File: src/hw/rtl/assert_macros.svh
// Assertion helpers shared by the RTL. Each use sits on a line of its own.
`ifndef ASSERT_MACROS_SVH
`define ASSERT_MACROS_SVH

// Condition holds at every clock edge out of reset
`define ASSERT_ALWAYS(label, clk, rst_n, cond) \
    label: assert property (@(posedge clk) disable iff (!rst_n) (cond)) \
        else $error("assertion failed: invariant");

// Antecedent implies consequent in the same cycle
`define ASSERT_IMPLIES(label, clk, rst_n, ante, cons) \
    label: assert property (@(posedge clk) disable iff (!rst_n) (ante) |-> (cons)) \
        else $error("assertion failed: same-cycle implication");

// Antecedent implies consequent in the next cycle
`define ASSERT_NEXT(label, clk, rst_n, ante, cons) \
    label: assert property (@(posedge clk) disable iff (!rst_n) (ante) |=> (cons)) \
        else $error("assertion failed: next-cycle implication");

`endif

File: src/hw/rtl/pesp_pkg.sv
package pesp_pkg;

    // Parser phase
    typedef enum logic [1:0] {
        PH_HEADER  = 2'd0,
        PH_PAYLOAD = 2'd1,
        PH_DROP    = 2'd2
    } t_phase;

    // Result word kind
    typedef enum logic [1:0] {
        KIND_PAYLOAD = 2'd0,
        KIND_TIMING  = 2'd1,
        KIND_ERROR   = 2'd2
    } t_kind;

    // Packet error codes
    typedef enum logic [2:0] {
        ERR_NONE   = 3'd0,
        ERR_START  = 3'd1,
        ERR_STREAM = 3'd2,
        ERR_MARKER = 3'd3,
        ERR_FLAGS  = 3'd4,
        ERR_SHORT  = 3'd5
    } t_err;

    // Timestamp presence codes from the flags byte
    localparam logic [1:0] PD_NONE   = 2'b00;
    localparam logic [1:0] PD_FORBID = 2'b01;
    localparam logic [1:0] PD_BOTH   = 2'b11;

    // Start code and marker bits
    localparam logic [7:0] START_ZERO  = 8'h00;
    localparam logic [7:0] START_ONE   = 8'h01;
    localparam logic [7:0] MARKER_MASK = 8'hC0;
    localparam logic [7:0] MARKER_VAL  = 8'h80;

    // Configuration register indexes
    localparam int unsigned CFG_IDX_W  = 2;
    localparam logic [CFG_IDX_W-1:0] CFG_STREAM_ID = 2'd0;
    localparam logic [CFG_IDX_W-1:0] CFG_LEAD_TIME = 2'd1;
    localparam int unsigned CFG_DATA_W = 40;

    localparam logic [7:0]  STREAM_ID_RST = 8'hE0;
    localparam logic [39:0] LEAD_TIME_RST = 40'd5000000000;

    // pts*100000/9 = pts*11111 + pts/9 ; pts/9 by reciprocal with one correction
    localparam logic [32:0] RECIP9      = 33'd7635497415; // floor(2^36 / 9)
    localparam int unsigned RECIP9_SH   = 36;
    localparam logic [13:0] MUL_11111   = 14'd11111;
    localparam int unsigned QUOT_W      = 30;
    localparam int unsigned TIME_W      = 47;

    // One result word
    typedef struct packed {
        t_kind        kind;
        logic [7:0]   data;
        logic         last;
        logic [32:0]  pts;
        logic [32:0]  dts;
        logic         dts_present;
        logic [63:0]  rel;
        t_err         err;
    } t_result;

    // A pipeline stage: word present plus its contents
    typedef struct packed {
        logic    vld;
        t_result res;
    } t_stage;

    // Sum of optional header field sizes named by the flags byte
    function automatic logic [4:0] flag_sum(input logic [7:0] f);
        logic [4:0] s;
        s = (f[7:6] == PD_BOTH) ? 5'd10 : 5'd5;
        if (f[5]) s = s + 5'd6;
        if (f[4]) s = s + 5'd3;
        if (f[3]) s = s + 5'd1;
        if (f[2]) s = s + 5'd1;
        if (f[1]) s = s + 5'd2;
        return s;
    endfunction

endpackage

File: src/hw/rtl/pesp_fifo.sv
module pesp_fifo
    import pesp_pkg::*;
#(
    parameter int unsigned DEPTH = 16
) (
    input  logic                       i_clk,
    input  logic                       i_rst_n,
    input  logic                       i_push,
    input  t_result                    i_data,
    output logic                       o_valid,
    input  logic                       i_ready,
    output t_result                    o_data,
    output logic [$clog2(DEPTH+1)-1:0] o_count
);

    localparam int unsigned PW = (DEPTH > 1) ? $clog2(DEPTH) : 1;
    localparam int unsigned CW = $clog2(DEPTH+1);
    localparam logic [PW-1:0] LAST_PTR = PW'(DEPTH - 1);

    t_result         r_mem [DEPTH];
    logic [PW-1:0]   r_wr_ptr, r_rd_ptr;
    logic [CW-1:0]   r_count, n_count;
    logic            w_pop;

    assign w_pop   = o_valid && i_ready;
    assign o_valid = (r_count != '0);
    assign o_data  = r_mem[r_rd_ptr];
    assign o_count = r_count;

    // Occupancy
    always_comb begin
        n_count = r_count;
        if (i_push && !w_pop) n_count = r_count + CW'(1);
        if (!i_push && w_pop) n_count = r_count - CW'(1);
    end

    always_ff @(posedge i_clk) begin
        if (!i_rst_n) begin
            r_wr_ptr <= '0;
            r_rd_ptr <= '0;
            r_count  <= '0;
        end else begin
            if (i_push) r_wr_ptr <= (r_wr_ptr == LAST_PTR) ? '0 : r_wr_ptr + PW'(1);
            if (w_pop)  r_rd_ptr <= (r_rd_ptr == LAST_PTR) ? '0 : r_rd_ptr + PW'(1);
            r_count <= n_count;
        end
    end

    // Word storage
    always_ff @(posedge i_clk) begin
        if (i_push) r_mem[r_wr_ptr] <= i_data;
    end

endmodule

File: config.mk
export PLATFORM = sky130hd
export DESIGN_NAME = pesp_fifo
export DESIGN_NICKNAME = d
export VERILOG_FILES = /design/src/hw/rtl/assert_macros.svh /design/src/hw/rtl/pesp_pkg.sv /design/src/hw/rtl/pesp_fifo.sv
export SDC_FILE = /design/constraint.sdc
export NUM_CORES = 2
export LEC_CHECK = 0
export CORE_UTILIZATION = 30
export DETAILED_ROUTE_END_ITERATION = 7
export DONT_BUFFER_PORTS = 1
export MAX_ROUTING_LAYER = met4
export PLACE_DENSITY = 0.47
export SLEW_MARGIN = 15
export SYNTH_ARGS = -nofsm -noshare
export SYNTH_HDL_FRONTEND = slang
export SYNTH_SLANG_ARGS = --single-unit
export TNS_END_PERCENT = 30
File: constraint.sdc
create_clock -name i_clk -period 6.83 [get_ports i_clk]
set_input_delay 0.3415 -clock i_clk [delete_from_list [all_inputs] [get_ports i_clk]]
set_output_delay 0.3415 -clock i_clk [all_outputs]
set_load 0.005 [all_outputs]
**Word level (Yosys, flattened, before mapping)**

Memory sizes are Yosys's and may differ from the RTL's. A register that Yosys moved wholly into a read port is not among the register bits.
Index checks and enable logic that the tools add are counted.

- Add/subtract/negate cells: 4
- Multipliers: 0
- Div/mod/pow operators: 0
- Magnitude comparators: 0
- Equality and inequality tests: 2
- Shift operators: 0
- Multiplexer cells: 8
- Bitwise logic cells: 0
- Reductions and logical operators: 7

Operator list:

| cell | count |
|---|---|
| $mux 4 | 4 |
| $mux 5 | 2 |
| $add 4x1->4 const B | 2 |
| $eq 4x4->1 const B | 2 |
| $add 5x1->5 const B | 1 |
| $reduce_bool 5->1 | 1 |
| $sub 5x1->5 const B | 1 |
| $logic_and 1x1->1 | 3 |
| $logic_not 1->1 | 2 |
| $mux 1 | 2 |
| $reduce_bool 2->1 | 1 |

- Flip-flop bits (word level): 13
- Bits in latches: 0
- Memory bits (writable): 2320
- ROM bits: 0
- Input port bits: 149
- Memories: 1

Memory list:

| name | depth | width | read ports | clocked after Yosys merged registers in | wr ports | line | RTL |
|---|---|---|---|---|---|---|---|
| r_mem | 16 | 145 | 1 | 1 | 1 | pesp_fifo.sv:20 | `t_result r_mem [DEPTH];` |

**Depth between registers and ports, before layout**

- Depth in word-level cells: 6
- Depth in mapped cells: 11

**Worst setup path before layout**

OpenSTA, ideal clock, no wires.

- Path type: in2reg
- Start: input i_push
- End: memory r_mem[10][0] in the netlist's numbering, enable pin
- Data arrival time: 4.033 ns
- Setup slack: 2.276 ns
- Stages: 3
- Path through: inv_1 -> nor3b_1 -> and2_1

- Word-level cells in the longest chain between the ends: 2

RTL lines:

| what | line | RTL |
|---|---|---|
| from (decl) | pesp_fifo.sv:8 | `input logic i_push,` |
| $mux 1 | pesp_fifo.sv:51 | `if (i_push) r_mem[r_wr_ptr] <= i_data;` |
| $mux 1 (implied by the code) | pesp_fifo.sv:51 |  |
| to (decl) | pesp_fifo.sv:20 |  |

Every way passes these cells.

==> impl_metrics.env <==
export IMPL_hpwlAfterDp_mm=111
export IMPL_insertion_delay_ns=0.87
export IMPL_rsz0062_at_grt="no"
export IMPL_drt_first_pass_iters=5
export IMPL_fin_worst_skew_ns=0.0289
export IMPL_multi_input_area_um2=16400
export IMPL_drtIter0Drc=3555
export IMPL_wl_mm=234
export IMPL_grt_ovfl_total=0
export IMPL_min_path_cells=2
export IMPL_grt_pass1_wl_mm=328
export IMPL_layout_common_cells="edfxtp_1 (2320), mux4_2 (580), clkbuf_16 (274)"
export IMPL_cp_start_kind="flop"
export IMPL_slew_headroom_pct=29.2
export IMPL_required_ns=6.49
export IMPL_cpLargestDelayFamily="buffers and inverters"
export IMPL_fp_row_count=197
export IMPL_syn_nets=3816
export IMPL_synth_avg_cell_area_um2=23.9
export IMPL_initial_core_util_pct=30.2
export IMPL_synth_adder_area_share_pct=0.129
export IMPL_r2r_start="o_count[1]$_SDFFE_PN0P_"
export IMPL_worst_path_largest_cell_delay_ns=0.81
export IMPL_yosysSeqAreaShare_pct=80.2
export IMPL_leakage_nw=30.5
export IMPL_wl_met3_mm=14.0
export IMPL_cts_max_level=5
export IMPL_path_max_fanout=81
export IMPL_reg2regPathDepth=9
export IMPL_clock_sinks=2337
export IMPL_slowest_stage="dfxtp_4"
export IMPL_synth_warnings=0
export IMPL_critical_path_class="reg -> out"
export IMPL_seqCellArea_um2=70000
export IMPL_vias=39700
export IMPL_place_congestion=0.677
export IMPL_ys_flop_type="edfxtp_1"
export IMPL_area_growth_pct=16.8
export IMPL_fin_crit_sh_pct=60.0
export IMPL_drive_gt1_share_pct=24.8
export IMPL_mostFrequentLayoutCell="edfxtp_1"
export IMPL_drv_cap=0
export IMPL_hold_viol_final=0
export IMPL_post_cts_buffers=0
export IMPL_vdd_drop_max_mv=0.267
export IMPL_remaining_drc_errors=0
export IMPL_grt_max_degree=108
export IMPL_timing_fmax_ghz=0.244
export IMPL_cts_tree="yes"
export IMPL_powerDensity_nw_per_um2=345
export IMPL_port_buffers=0
export IMPL_hold_class="in -> reg"
export IMPL_syn_instance_count=3658
export IMPL_ys_ff_latch=2337
export IMPL_synth_top_family_by_area="multiplexers"
export IMPL_async_reset_ff_share_pct=0
export IMPL_via_per_inst=4.92
export IMPL_synth_edff_count=2320
export IMPL_grt_pass1_vias=42500
export IMPL_finalSetupTns_ns=0
export IMPL_synth_area_um2=87300
export IMPL_cts_made_buffers=268
export IMPL_synth_xor_area_share_pct=0.0602
export IMPL_fillerInstances=26600
export IMPL_setup_violations_final=0
export IMPL_dieWidth_um=541
export IMPL_dieArea_um2=293000
export IMPL_cp_cell_sequence="buf_12 > buf_4 > mux4_2 > a22oi_1 > nand2_1"
export IMPL_cts_buffer_depth=4
export IMPL_grt_antenna_before_repair=42
export IMPL_final_max_slew_viol_count=0
export IMPL_outcome="complete, no violations"
export IMPL_avgRoutedWirePerCell_um=29.0
export IMPL_synth_compound_gate_area_share_pct=2.42
export IMPL_coreArea_um2=289000
export IMPL_die_height_um=541
export IMPL_wl_met2_mm=115
export IMPL_wl_met1_mm=99.1
export IMPL_ios=300
export IMPL_min_to="r_mem[15][134]$_DFFE_PP_"
export IMPL_top_layer="met4"
export IMPL_fin_nets=4111
export IMPL_cts_resized=0
export IMPL_worst_setup_path_end_kind="primary output"
export IMPL_cp_arrival_ns=3.75
export IMPL_grtUsageTotal_pct=16.3
export IMPL_r2r_end="o_count[4]$_SDFFE_PN0P_"
export IMPL_synthMuxAreaShare_pct=15.0
export IMPL_synth_cell_types=40
export IMPL_fin_util_pct=35.3
export IMPL_ff2ff_setup_slack_ns=3.74
export IMPL_yosys_area_share_simple_pct=1.07
export IMPL_fin_crit_ns=4.10
export IMPL_critPathBufInv=2
export IMPL_detail_route_antenna_nets=0
export IMPL_worstMarginPinSlew_ns=1.06
export IMPL_cts_root_buf="clkbuf_16"
export IMPL_hp_start="i_push"
export IMPL_clk_pin_slew_worst_paths_ns=0.06
==> layer usage <==
| layer | vias up | track usage (%) |
|---|---|---|
| li1 | 16500 | - |
| met1 | 21900 | 20.4 |
| met2 | 956 | 26.7 |
| met3 | 344 | 3.67 |
| met4 | 0 | 4.04 |
| met5 | - | - |
==> worst max-delay path by stage <==
stage,slack (ns),to,cells past startpoint
after floorplan,2.28,r_mem[10][0]$_DFFE_PP_,3
after global placement,3.50,o_data[42],5
after detailed placement,3.52,o_data[42],5
after CTS,2.52,o_data[42],5
after global routing,2.41,o_data[42],5
final,2.73,o_data[42],5
==> synth_stat cells, types with 2 or more instances <==
master,n,area share (%)
o21ai_0,6,0.034
ha_1,9,0.13
or2_2,3,0.022
o22ai_1,148,1.1
dfxtp_1,17,0.39
nor2_1,83,0.36
nand4b_1,3,0.030
mux2i_1,3,0.034
buf_6,14,0.18
inv_1,6,0.026
buf_1,7,0.030
nor2b_1,2,0.014
or3_1,3,0.022
buf_2,59,0.34
clkbuf_1,108,0.46
xor2_1,4,0.040
nor3_1,3,0.017
and3_1,2,0.014
nand3_1,4,0.023
and2_1,19,0.14
mux4_2,580,15
a22oi_1,142,1.2
a21oi_1,5,0.029
buf_4,8,0.069
xnor2_1,2,0.020
nand4_1,2,0.014
o211ai_1,2,0.017
nand2b_1,6,0.043
nand2_1,78,0.34
edfxtp_1,2320,80
==> logic make-up after synthesis <==
kind of cell	after synthesis
flops	2337
simple gates	212
compound gates	309
xor+xnor	6
fa+ha+maj	9
mux	583
buf+inv	202
==> worst register-to-register path: cells and delay by family (launching register included) <==
family | cells | cell delay, ns
AOI/OAI and AO/OA | 3 | 0.74
buffers and inverters | 1 | 0.11
DFF | 1 | 0.39
and+or+nand+nor | 3 | 1.13
adders and majority gates | 2 | 0.68
==> registers in the layout, indices dropped and copies added, names as in the netlist, named ones only <==
name and count:
r_mem 2320, r_rd_ptr 4, o_count 5, r_wr_ptr 4
==> report_power, final <==
part,leakage [nW],internal [mW],total (mW),switching [mW]
Clock,3.99,7.88,13.7,5.80
Combinational,5.44,2.54,5.33,2.79
Sequential,21.1,16.0,16.1,0.148
Total,30.5,26.4,35.1,8.74
==> metrics by stage <==
step	total power [mW]	cell area (um2)	setup WS, ns	instances	hold slack [ns]
CTS	35.7	102000	2.52	8030	0.134
detailed placement	21.7	92200	3.52	7415	0.441
global route	36.5	102000	2.41	8064	0.174
finish	35.1	102000	2.73	8066	0.208
global placement	21.7	92200	3.50	7415	0.441
floorplan	20.4	87300	2.28	3658	0.440
==> timing repair <==
item | CTS | global route
endpoints found under the setup margin | 0 | 0
hold buffers | 148 | 0
endpoints found under the hold margin | 2335 | 0
==> cell type report <==
type / instances / area share (%)
Clock inverter: 119 / 1.07
Tap cell: 3880 / 4.76
Timing Repair Buffer: 221 / 2.30
Antenna cell: 36 / 0.0883
Inverter: 6 / 0.0221
Sequential cell: 2337 / 68.7
Multi-Input combinational cell: 1119 / 16.1
Clock buffer: 348 / 7.01
Power figures use the tool's default switching activity.
