File: src/hw/rtl/assert_macros.svh
// Assertion helpers shared by the RTL. Each use sits on a line of its own.
`ifndef ASSERT_MACROS_SVH
`define ASSERT_MACROS_SVH

// Condition holds at every clock edge out of reset
`define ASSERT_ALWAYS(label, clk, rst_n, cond) \
    label: assert property (@(posedge clk) disable iff (!rst_n) (cond)) \
        else $error("assertion failed: invariant");

// Antecedent implies consequent in the same cycle
`define ASSERT_IMPLIES(label, clk, rst_n, ante, cons) \
    label: assert property (@(posedge clk) disable iff (!rst_n) (ante) |-> (cons)) \
        else $error("assertion failed: same-cycle implication");

// Antecedent implies consequent in the next cycle
`define ASSERT_NEXT(label, clk, rst_n, ante, cons) \
    label: assert property (@(posedge clk) disable iff (!rst_n) (ante) |=> (cons)) \
        else $error("assertion failed: next-cycle implication");

`endif

File: src/hw/rtl/pesp_pkg.sv
package pesp_pkg;

    // Parser phase
    typedef enum logic [1:0] {
        PH_HEADER  = 2'd0,
        PH_PAYLOAD = 2'd1,
        PH_DROP    = 2'd2
    } t_phase;

    // Result word kind
    typedef enum logic [1:0] {
        KIND_PAYLOAD = 2'd0,
        KIND_TIMING  = 2'd1,
        KIND_ERROR   = 2'd2
    } t_kind;

    // Packet error codes
    typedef enum logic [2:0] {
        ERR_NONE   = 3'd0,
        ERR_START  = 3'd1,
        ERR_STREAM = 3'd2,
        ERR_MARKER = 3'd3,
        ERR_FLAGS  = 3'd4,
        ERR_SHORT  = 3'd5
    } t_err;

    // Timestamp presence codes from the flags byte
    localparam logic [1:0] PD_NONE   = 2'b00;
    localparam logic [1:0] PD_FORBID = 2'b01;
    localparam logic [1:0] PD_BOTH   = 2'b11;

    // Start code and marker bits
    localparam logic [7:0] START_ZERO  = 8'h00;
    localparam logic [7:0] START_ONE   = 8'h01;
    localparam logic [7:0] MARKER_MASK = 8'hC0;
    localparam logic [7:0] MARKER_VAL  = 8'h80;

    // Configuration register indexes
    localparam int unsigned CFG_IDX_W  = 2;
    localparam logic [CFG_IDX_W-1:0] CFG_STREAM_ID = 2'd0;
    localparam logic [CFG_IDX_W-1:0] CFG_LEAD_TIME = 2'd1;
    localparam int unsigned CFG_DATA_W = 40;

    localparam logic [7:0]  STREAM_ID_RST = 8'hE0;
    localparam logic [39:0] LEAD_TIME_RST = 40'd5000000000;

    // pts*100000/9 = pts*11111 + pts/9 ; pts/9 by reciprocal with one correction
    localparam logic [32:0] RECIP9      = 33'd7635497415; // floor(2^36 / 9)
    localparam int unsigned RECIP9_SH   = 36;
    localparam logic [13:0] MUL_11111   = 14'd11111;
    localparam int unsigned QUOT_W      = 30;
    localparam int unsigned TIME_W      = 47;

    // One result word
    typedef struct packed {
        t_kind        kind;
        logic [7:0]   data;
        logic         last;
        logic [32:0]  pts;
        logic [32:0]  dts;
        logic         dts_present;
        logic [63:0]  rel;
        t_err         err;
    } t_result;

    // A pipeline stage: word present plus its contents
    typedef struct packed {
        logic    vld;
        t_result res;
    } t_stage;

    // Sum of optional header field sizes named by the flags byte
    function automatic logic [4:0] flag_sum(input logic [7:0] f);
        logic [4:0] s;
        s = (f[7:6] == PD_BOTH) ? 5'd10 : 5'd5;
        if (f[5]) s = s + 5'd6;
        if (f[4]) s = s + 5'd3;
        if (f[3]) s = s + 5'd1;
        if (f[2]) s = s + 5'd1;
        if (f[1]) s = s + 5'd2;
        return s;
    endfunction

endpackage

File: src/hw/rtl/pesp_parse.sv
module pesp_parse
    import pesp_pkg::*;
(
    input  logic       i_clk,
    input  logic       i_rst_n,
    input  logic       i_valid,
    input  logic [7:0] i_byte,
    input  logic       i_last,
    input  logic [7:0] i_stream_id,
    output t_stage     o_stage,
    output logic       o_drop
);

    // Input word register
    logic       r_in_vld;
    logic [7:0] r_in_byte;
    logic       r_in_last;

    // Parser state
    t_phase      r_phase, n_phase;
    logic [8:0]  r_pos, n_pos;
    logic [7:0]  r_flags, n_flags;
    logic [7:0]  r_hlen, n_hlen;
    logic [32:0] r_pts, n_pts;
    logic [32:0] r_dts, n_dts;

    // Result register
    logic    r_s1_vld;
    t_result r_s1_res;

    // Decode results
    t_err        w_err;
    logic        w_nopts;
    logic        w_timing;
    logic [32:0] w_pts;
    logic [32:0] w_dts;
    logic        w_has;
    t_result     w_res;

    always_ff @(posedge i_clk) begin
        if (!i_rst_n) begin
            r_in_vld <= 1'b0;
        end else begin
            r_in_vld <= i_valid;
        end
    end

    always_ff @(posedge i_clk) begin
        if (i_valid) begin
            r_in_byte <= i_byte;
            r_in_last <= i_last;
        end
    end

    // Header byte decode by position
    always_comb begin
        w_err   = ERR_NONE;
        w_nopts = 1'b0;
        w_pts   = r_pts;
        w_dts   = r_dts;
        unique case (r_pos) inside
            9'd0, 9'd1: if (r_in_byte != START_ZERO) w_err = ERR_START;
            9'd2:       if (r_in_byte != START_ONE) w_err = ERR_START;
            9'd3:       if (r_in_byte != i_stream_id) w_err = ERR_STREAM;
            9'd6:       if ((r_in_byte & MARKER_MASK) != MARKER_VAL) w_err = ERR_MARKER;
            9'd7: begin
                if (r_in_byte[7:6] == PD_NONE) w_nopts = 1'b1;
                else if (r_in_byte[7:6] == PD_FORBID) w_err = ERR_FLAGS;
            end
            9'd8:  if ({3'b0, flag_sum(r_flags)} > r_in_byte) w_err = ERR_SHORT;
            9'd9:  w_pts = {r_in_byte[3:1], 30'b0};
            9'd10: w_pts = r_pts | {3'b0, r_in_byte, 22'b0};
            9'd11: w_pts = r_pts | {11'b0, r_in_byte[7:1], 15'b0};
            9'd12: w_pts = r_pts | {18'b0, r_in_byte, 7'b0};
            9'd13: w_pts = r_pts | {26'b0, r_in_byte[7:1]};
            9'd14: w_dts = {r_in_byte[3:1], 30'b0};
            9'd15: w_dts = r_dts | {3'b0, r_in_byte, 22'b0};
            9'd16: w_dts = r_dts | {11'b0, r_in_byte[7:1], 15'b0};
            9'd17: w_dts = r_dts | {18'b0, r_in_byte, 7'b0};
            9'd18: w_dts = r_dts | {26'b0, r_in_byte[7:1]};
            default: ;
        endcase
        // last header byte reached: timing word goes out
        w_timing = (r_pos >= 9'd9) && (r_pos == 9'd8 + {1'b0, r_hlen});
    end

    // Next state
    always_comb begin
        n_phase = r_phase;
        n_pos   = r_pos;
        n_flags = r_flags;
        n_hlen  = r_hlen;
        n_pts   = r_pts;
        n_dts   = r_dts;
        if (r_in_vld) begin
            unique case (r_phase)
                PH_PAYLOAD, PH_DROP: begin
                    if (r_in_last) begin
                        n_phase = PH_HEADER;
                        n_pos   = '0;
                    end
                end
                PH_HEADER: begin
                    if (r_pos == 9'd7) n_flags = r_in_byte;
                    if (r_pos == 9'd8) n_hlen = r_in_byte;
                    n_pts = w_pts;
                    n_dts = w_dts;
                    if (r_in_last) begin
                        n_phase = PH_HEADER;
                        n_pos   = '0;
                    end else if (w_err != ERR_NONE || w_nopts) begin
                        n_phase = PH_DROP;
                    end else if (w_timing) begin
                        n_phase = PH_PAYLOAD;
                    end else begin
                        n_pos = r_pos + 9'd1;
                    end
                end
                default: begin
                    n_phase = PH_HEADER;
                    n_pos   = '0;
                end
            endcase
        end
    end

    // Result word
    always_comb begin
        w_has = 1'b0;
        w_res = '0;
        if (r_in_vld) begin
            unique case (r_phase)
                PH_PAYLOAD: begin
                    w_has      = 1'b1;
                    w_res.kind = KIND_PAYLOAD;
                    w_res.data = r_in_byte;
                    w_res.last = r_in_last;
                end
                PH_HEADER: begin
                    if (w_err != ERR_NONE) begin
                        w_has      = 1'b1;
                        w_res.kind = KIND_ERROR;
                        w_res.last = 1'b1;
                        w_res.err  = w_err;
                    end else if (w_nopts) begin
                        w_has = 1'b0;
                    end else if (w_timing) begin
                        w_has             = 1'b1;
                        w_res.kind        = KIND_TIMING;
                        w_res.last        = r_in_last;
                        w_res.pts         = w_pts;
                        w_res.dts_present = (r_flags[7:6] == PD_BOTH);
                        w_res.dts         = (r_flags[7:6] == PD_BOTH) ? w_dts : '0;
                    end else if (r_in_last) begin
                        // packet ended inside the header
                        w_has      = 1'b1;
                        w_res.kind = KIND_ERROR;
                        w_res.last = 1'b1;
                        w_res.err  = ERR_SHORT;
                    end
                end
                default: w_has = 1'b0;
            endcase
        end
    end

    always_ff @(posedge i_clk) begin
        if (!i_rst_n) begin
            r_phase  <= PH_HEADER;
            r_pos    <= '0;
            r_flags  <= '0;
            r_hlen   <= '0;
            r_pts    <= '0;
            r_dts    <= '0;
            r_s1_vld <= 1'b0;
        end else begin
            r_phase  <= n_phase;
            r_pos    <= n_pos;
            r_flags  <= n_flags;
            r_hlen   <= n_hlen;
            r_pts    <= n_pts;
            r_dts    <= n_dts;
            r_s1_vld <= w_has;
        end
    end

    always_ff @(posedge i_clk) begin
        r_s1_res <= w_res;
    end

    always_comb begin
        o_stage.vld = r_s1_vld;
        o_stage.res = r_s1_res;
    end

    // word consumed without a result frees its slot
    assign o_drop = r_in_vld && !w_has;

endmodule

File: config.mk
export PLATFORM = sky130hd
export DESIGN_NAME = pesp_parse
export DESIGN_NICKNAME = d
export VERILOG_FILES = /design/src/hw/rtl/assert_macros.svh /design/src/hw/rtl/pesp_pkg.sv /design/src/hw/rtl/pesp_parse.sv
export SDC_FILE = /design/constraint.sdc
export NUM_CORES = 1
export LEC_CHECK = 0
export BUFFER_PORTS_ARGS = -buffer_cell sky130_fd_sc_hd__buf_2
export CORE_MARGIN = 3
export CORE_UTILIZATION = 48
export DETAILED_ROUTE_END_ITERATION = 12
export PLACE_DENSITY = 0.74
export SLEW_MARGIN = 40
export SYNTH_ARGS = -nofsm -noshare
export SYNTH_HDL_FRONTEND = slang
export SYNTH_SLANG_ARGS = --single-unit
File: constraint.sdc
create_clock -name i_clk -period 5.8 [get_ports i_clk]
set_input_delay 0.58 -clock i_clk [delete_from_list [all_inputs] [get_ports i_clk]]
set_output_delay 0.58 -clock i_clk [all_outputs]
set_load 0.03 [all_outputs]
# Word level (Yosys, flattened, before mapping)
# Index checks and enable logic that the tools add are counted.
# Widths: inputs -> output; s select.
[word_totals]
register_bits = 185
[classes]
n_addsub = 7
magnitude_cmp = 2
eq_ne = 28
n_mux = 53
bitwise_logic = 12
n_reduce_logical = 20
[op_table]
columns = ["operator", "count"]
rows = [
  ["$pmux 33 s5", 2],
  ["$eq 9x4->1 const B", 8],
  ["$mux 68", 1],
  ["$mux 67", 1],
  ["$or 33x15->33", 2],
  ["$or 33x22->33", 2],
  ["$or 33x30->33", 2],
  ["$or 33x7->33", 2],
  ["$mux 5", 10],
  ["$mux 9", 4],
  ["$mux 33", 1],
  ["$eq 9x5->1 const B", 3],
  ["$mux 3", 7],
  ["$mux 2", 10],
  ["$eq 9x2->1 const B", 2],
  ["$eq 9x3->1 const B", 2],
  ["$pmux 3 s6", 1],
  ["$pmux 9 s2", 1],
  ["$mux 1", 11],
  ["$add 5x1->5 const B", 2],
  ["$add 5x2->5 const B", 2],
  ["$add 4x8->9 const A", 1],
  ["$add 9x1->9 const B", 1],
  ["$eq 9x1->1 const B", 1],
  ["29 further kinds", 43],
]

# Logic depth before layout (Yosys ltp)
[depth]
word_depth = 26
mapped_depth = 21

# Least setup slack after synthesis
# No wires, ideal clock.
[synth_path]
path_kind = "flip-flop to output port"
start = "register r_flags[7]"
end = "output port o_drop"
t_arrival_ns = 4.426
required_ns = 5.220
setup_slack_ns = 0.794
stages_incl_launch_ff = 17
n_path_buf = 0
cell_sequence = "dfxtp_1 > nand2_1 > ha_1 > mux2_2 > ha_1 > mux2_2 > ha_1 > mux2_2 > ha_1 > mux2_2 > ha_1 > nand3_1 > o21bai_1 > a211oi_1 > a211oi_1 > and4b_1 > a22o_1"
[synth_between]
elab_chain_len = 26
[synth_rtl]
columns = ["element", "line_no", "source"]
rows = [
  ["start: declaration", "pesp_parse.sv:22", "logic [7:0] r_flags, n_flags;"],
  ["start signal: assignment", "pesp_parse.sv:179", "r_flags <= n_flags;"],
  ["$eq 2x2->1 *", "pesp_pkg.sv:75", "s = (f[7:6] == PD_BOTH) ? 5'd10 : 5'd5;"],
  ["$mux 4 *", "pesp_pkg.sv:75", ""],
  ["$add 4x3->5", "pesp_pkg.sv:76", "if (f[5]) s = s + 5'd6;"],
  ["$mux 5 *", "pesp_pkg.sv:76", ""],
  ["$mux 5 *", "pesp_parse.sv:61", "unique case (r_pos) inside"],
  ["$add 5x2->5", "pesp_pkg.sv:77", "if (f[4]) s = s + 5'd3;"],
  ["$mux 5 *", "pesp_pkg.sv:77", ""],
  ["$mux 5 *", "pesp_parse.sv:61", ""],
  ["(+10 left out)", "n/a", ""],
  ["$mux 3 *", "pesp_parse.sv:70", "9'd8: if ({3'b0, flag_sum(r_flags)} > r_in_byte) w_err = ERR_SHORT;"],
  ["$pmux 3 s6 *", "pesp_parse.sv:61", ""],
  ["$reduce_bool 3->1 *", "pesp_parse.sv:140", "if (w_err != ERR_NONE) begin"],
  ["$mux 1 *", "pesp_parse.sv:140", ""],
  ["$pmux 1 s2 *", "pesp_parse.sv:132", "unique case (r_phase)"],
  ["$mux 1 *", "pesp_parse.sv:131", "if (r_in_vld) begin"],
  ["$logic_not 1->1 *", "pesp_parse.sv:197", "assign o_drop = r_in_vld && !w_has;"],
  ["$logic_and 1x1->1 *", "pesp_parse.sv:197", ""],
  ["end: declaration", "pesp_parse.sv:11", "output logic o_drop"],
]
# Every way passes the cells marked *; elsewhere a longest branch is shown, timed or not. The select of a mux whose other input is x is not followed.

# Final worst setup path
# Ends and elaborated chain as after synthesis.

==> impl_metrics.py <==
metrics = {
    "timing": {
        "slew_headroom_pct": 44.4,
        "skew_ns": 0.0104,
        "tightest_slew_ns": 0.834,
        "setup_viol": 0,
        "finalCritPeriodShare_pct": 94.9,
        "hold_viol": 0,
        "max_freq_mhz": 182,
        "final.setup.tns_ns": 0,
        "rsz0062_at_grt": "no",
        "drv_slew": 0,
        "finalCriticalPeriod_ns": 5.50,
    },
    "yosys": {
        "synthAdderAreaFrac_pct": 2.69,
        "synth-edff-count": 9,
        "yosysSeqAreaShare_pct": 47.7,
        "synth-simple-area-share_pct": 18.7,
        "synth_cell_types": 67,
        "synth_flop_cell": "dfxtp_1",
        "synth_top_area_cell": "dfxtp_1",
        "async_flop_share_pct": 0,
        "synth_area_leaders": "dfxtp_1 (44%), a21oi_1 (7.4%), nor2_1 (7.3%)",
        "synthXorXnorAreaFrac_pct": 2.83,
        "synthMuxAreaShare_pct": 3.01,
        "synth_area_mm2": 0.00791,
        "yosys_warnings": 0,
        "ys_seq_elements": 184,
        "synth_cells": 880,
        "synth_top_family_by_area": "simple AND/OR/NAND/NOR gates",
        "syn_avg_cell_area_um2": 8.99,
        "synth_top_area_share_pct": 44.3,
        "synth_compound_gate_area_share_pct": 14.8,
    },
    "placement": {
        "place_hpwl_um": 13000,
        "post_dp_cell_area_mm2": 0.00825,
        "placedCellCount": 1148,
        "gp_congestion": 0.901,
        "portBuffers": 102,
    },
    "worst_setup_path": {
        "path_buf_inv": 1,
        "crit_top_cell": "ha_1",
        "crit_path_max_fanout": 8,
        "criticalPathCategory": "flip-flop to output pin",
        "arrival_ns": 4.92,
        "path_delay_family": "adder cells",
        "max_stage_delay_ns": 0.36,
        "cp.required_ns": 5.22,
        "crit_chain": "nand2_1, ha_4, mux2_2, ha_1, mux2_2, ha_1, mux2_2, ha_1, nand2_1, nand3_1, nor2b_1, ha_1, nand3_1, o21bai_1, a211oi_4, a211oi_2, and4b_1, a22o_1, buf_2",
        "end_kind": "output pin",
        "slowest_stage": "dfxtp_1",
        "startpoint_type": "flip-flop",
        "r2r_setup_slack_ns": 0.76,
    },
    "drt": {
        "drt_iter0_markers": 553,
        "wl_met2_um": 9580,
        "post_drt_wl_per_cell_um": 16.4,
        "drtAntennaViolNets": 0,
        "dr.pass1.iters": 5,
        "wirelength_um": 19400,
        "dr_total_vias": 6276,
        "top_layer": "met4",
        "wl_met1_um": 8300,
        "drc": 0,
        "wl_met3_um": 1200,
        "vias_per_cell": 5.31,
    },
    "global_routing": {
        "grt_pass1_vias": 5904,
        "grt_pass1_wl_um": 30300,
        "grt_max_degree": 39,
        "antenna_found_initial": 0,
        "grt_usage_pct": 21.0,
        "grt_overflow_total": 0,
    },
    "finish": {
        "nNetsFinal": 989,
        "fill_cells": 1478,
        "design_area_mm2": 0.00890,
        "drive_above_1_share_pct": 18.0,
        "instances_no_fill": 1181,
        "diodes": 0,
        "layout_common_cells": "dfxtp_1 (175), nor2_1 (151), a21oi_1 (117)",
        "final_common_cell": "dfxtp_1",
        "syn2layout_area_growth_pct": 12.6,
    },
    "pwr": {
        "power.density_mw_per_mm2": 292,
        "power.total_mw": 2.60,
        "vdd_ir_drop_max_v": 0.000231,
        "p_leak_nw": 3.64,
    },
    "clocking": {
        "clk_pin_slew_worst_paths_ns": 0.07,
        "clk_root_buffer_cell": "clkbuf_16",
        "hold_buffers": 0,
        "clock_sinks": 184,
        "cts_tree": "done",
        "clock_latency_ns": 0.43,
        "cts_buffers": 17,
        "clockBufferDepth": 2,
        "htree_levels": 4,
    },
    "flow_run": {
        "drv_cap": 0,
    },
    "die": {
        "die_h_um": 134,
        "start_util_pct": 49.4,
        "num_rows": 46,
        "die_w_um": 134,
        "io_pins": 167,
        "core_area_mm2": 0.0160,
        "die-area_mm2": 0.0180,
    },
    "outcome": {
        "status": "finished clean",
    },
    "hold_path": {
        "worstHoldPathType": "input port to flip-flop",
    },
}
[through the flow]
stage / hold WS, ns / worst slack (ns) / utilization [%]
floorplan: 0.438 / 0.794 / -
global placement: 0.448 / 0.526 / 51.5
detailed placement: 0.452 / 0.373 / 51.6
CTS: 0.307 / 0.111 / 55.4
global route: 0.311 / 0.0806 / 55.6
finish: 0.320 / 0.297 / 55.6
[routing by layer]
| layer | vias to the layer above | global-route usage [%] |
|---|---|---|
| met2 | 240 | 35.0 |
| met5 | - | 0 |
| met4 | 0 | 7.24 |
| met1 | 2973 | 27.6 |
| met3 | 26 | 3.71 |
| li1 | 3037 | - |
[logic make-up (layout without fill, tap and decap cells)]
family                     count (synthesis)  in the layout
xor gates and xnor gates                  24             24
other                                      1             64
buffers and inverters                    136            158
adders and majority gates                 17             17
DFF                                      184            184
muxes                                     23             23
and+or+nand+nor                          301            301
AOI/OAI and AO/OA                        194            194
[final cells by class]
class / instances / area [um^2] / area share [%]
inverters: 17 / 63.8 / 0.717
multi-input cells: 623 / 3630 / 40.8
clock buffers: 17 / 425 / 4.78
repair buffers: 109 / 563 / 6.32
flip-flops and latches: 184 / 3770 / 42.4
well taps: 216 / 270 / 3.04
clock inverters: 15 / 178 / 2.00
[where the power goes]
part | switching [mW] | total [mW] | internal (mW)
combinational | 0.118 | 0.143 | 0.0245
sequential | 0.0284 | 1.31 | 1.28
clock | 0.561 | 1.14 | 0.584
[flip-flops by register name (all words and copies together) (netlist names)]
| register | flops |
|---|---|
| o_stage | 81 |
| r_dts | 33 |
| r_pts | 33 |
| r_pos | 9 |
| r_hlen | 8 |
| r_in_byte | 8 |
| r_flags | 7 |
| r_phase | 2 |
| r_in_last | 1 |
| r_in_vld | 1 |
| r_s1_vld | 1 |
[worst paths after layout]
check,from,end,depth (start not counted)
setup / recovery,r_flags[7],o_drop,19
hold reg to reg,r_pts[20],o_stage[121],2
hold / removal,i_byte[2],r_in_byte[2],1
setup reg to reg,r_flags[7],o_stage[78],18
[cell usage after synthesis, types with 2 or more instances]
master,number
nand4_1,5
edfxtp_1,9
a21oi_1,117
buf_4,65
nor3_1,18
xnor2_1,9
o211ai_1,6
nand2_1,30
nor2_1,154
xor2_1,14
o21ai_0,8
clkbuf_2,3
mux2i_1,17
inv_1,17
and2_0,2
or4_1,2
mux2_2,6
buf_6,2
a22oi_1,30
nor4_1,5
nor4_4,2
and3_1,17
nor2b_1,4
o22ai_1,2
dfxtp_1,175
and2_1,7
a21o_1,3
a211oi_1,5
buf_1,2
nand3_1,23
nand2b_1,5
a31oi_1,4
nor2_4,10
o41ai_1,3
or3_1,5
buf_2,10
ha_1,17
clkbuf_1,36
nand3b_1,3
[timing repair]
item                       in CTS  in global routing
pin swaps                       0                  1
hold endpoints to repair        0                  0
setup buffers                   0                  1
resized for setup               1                  3
setup endpoints to repair       1                  1
Power figures use the tool's default switching activity.
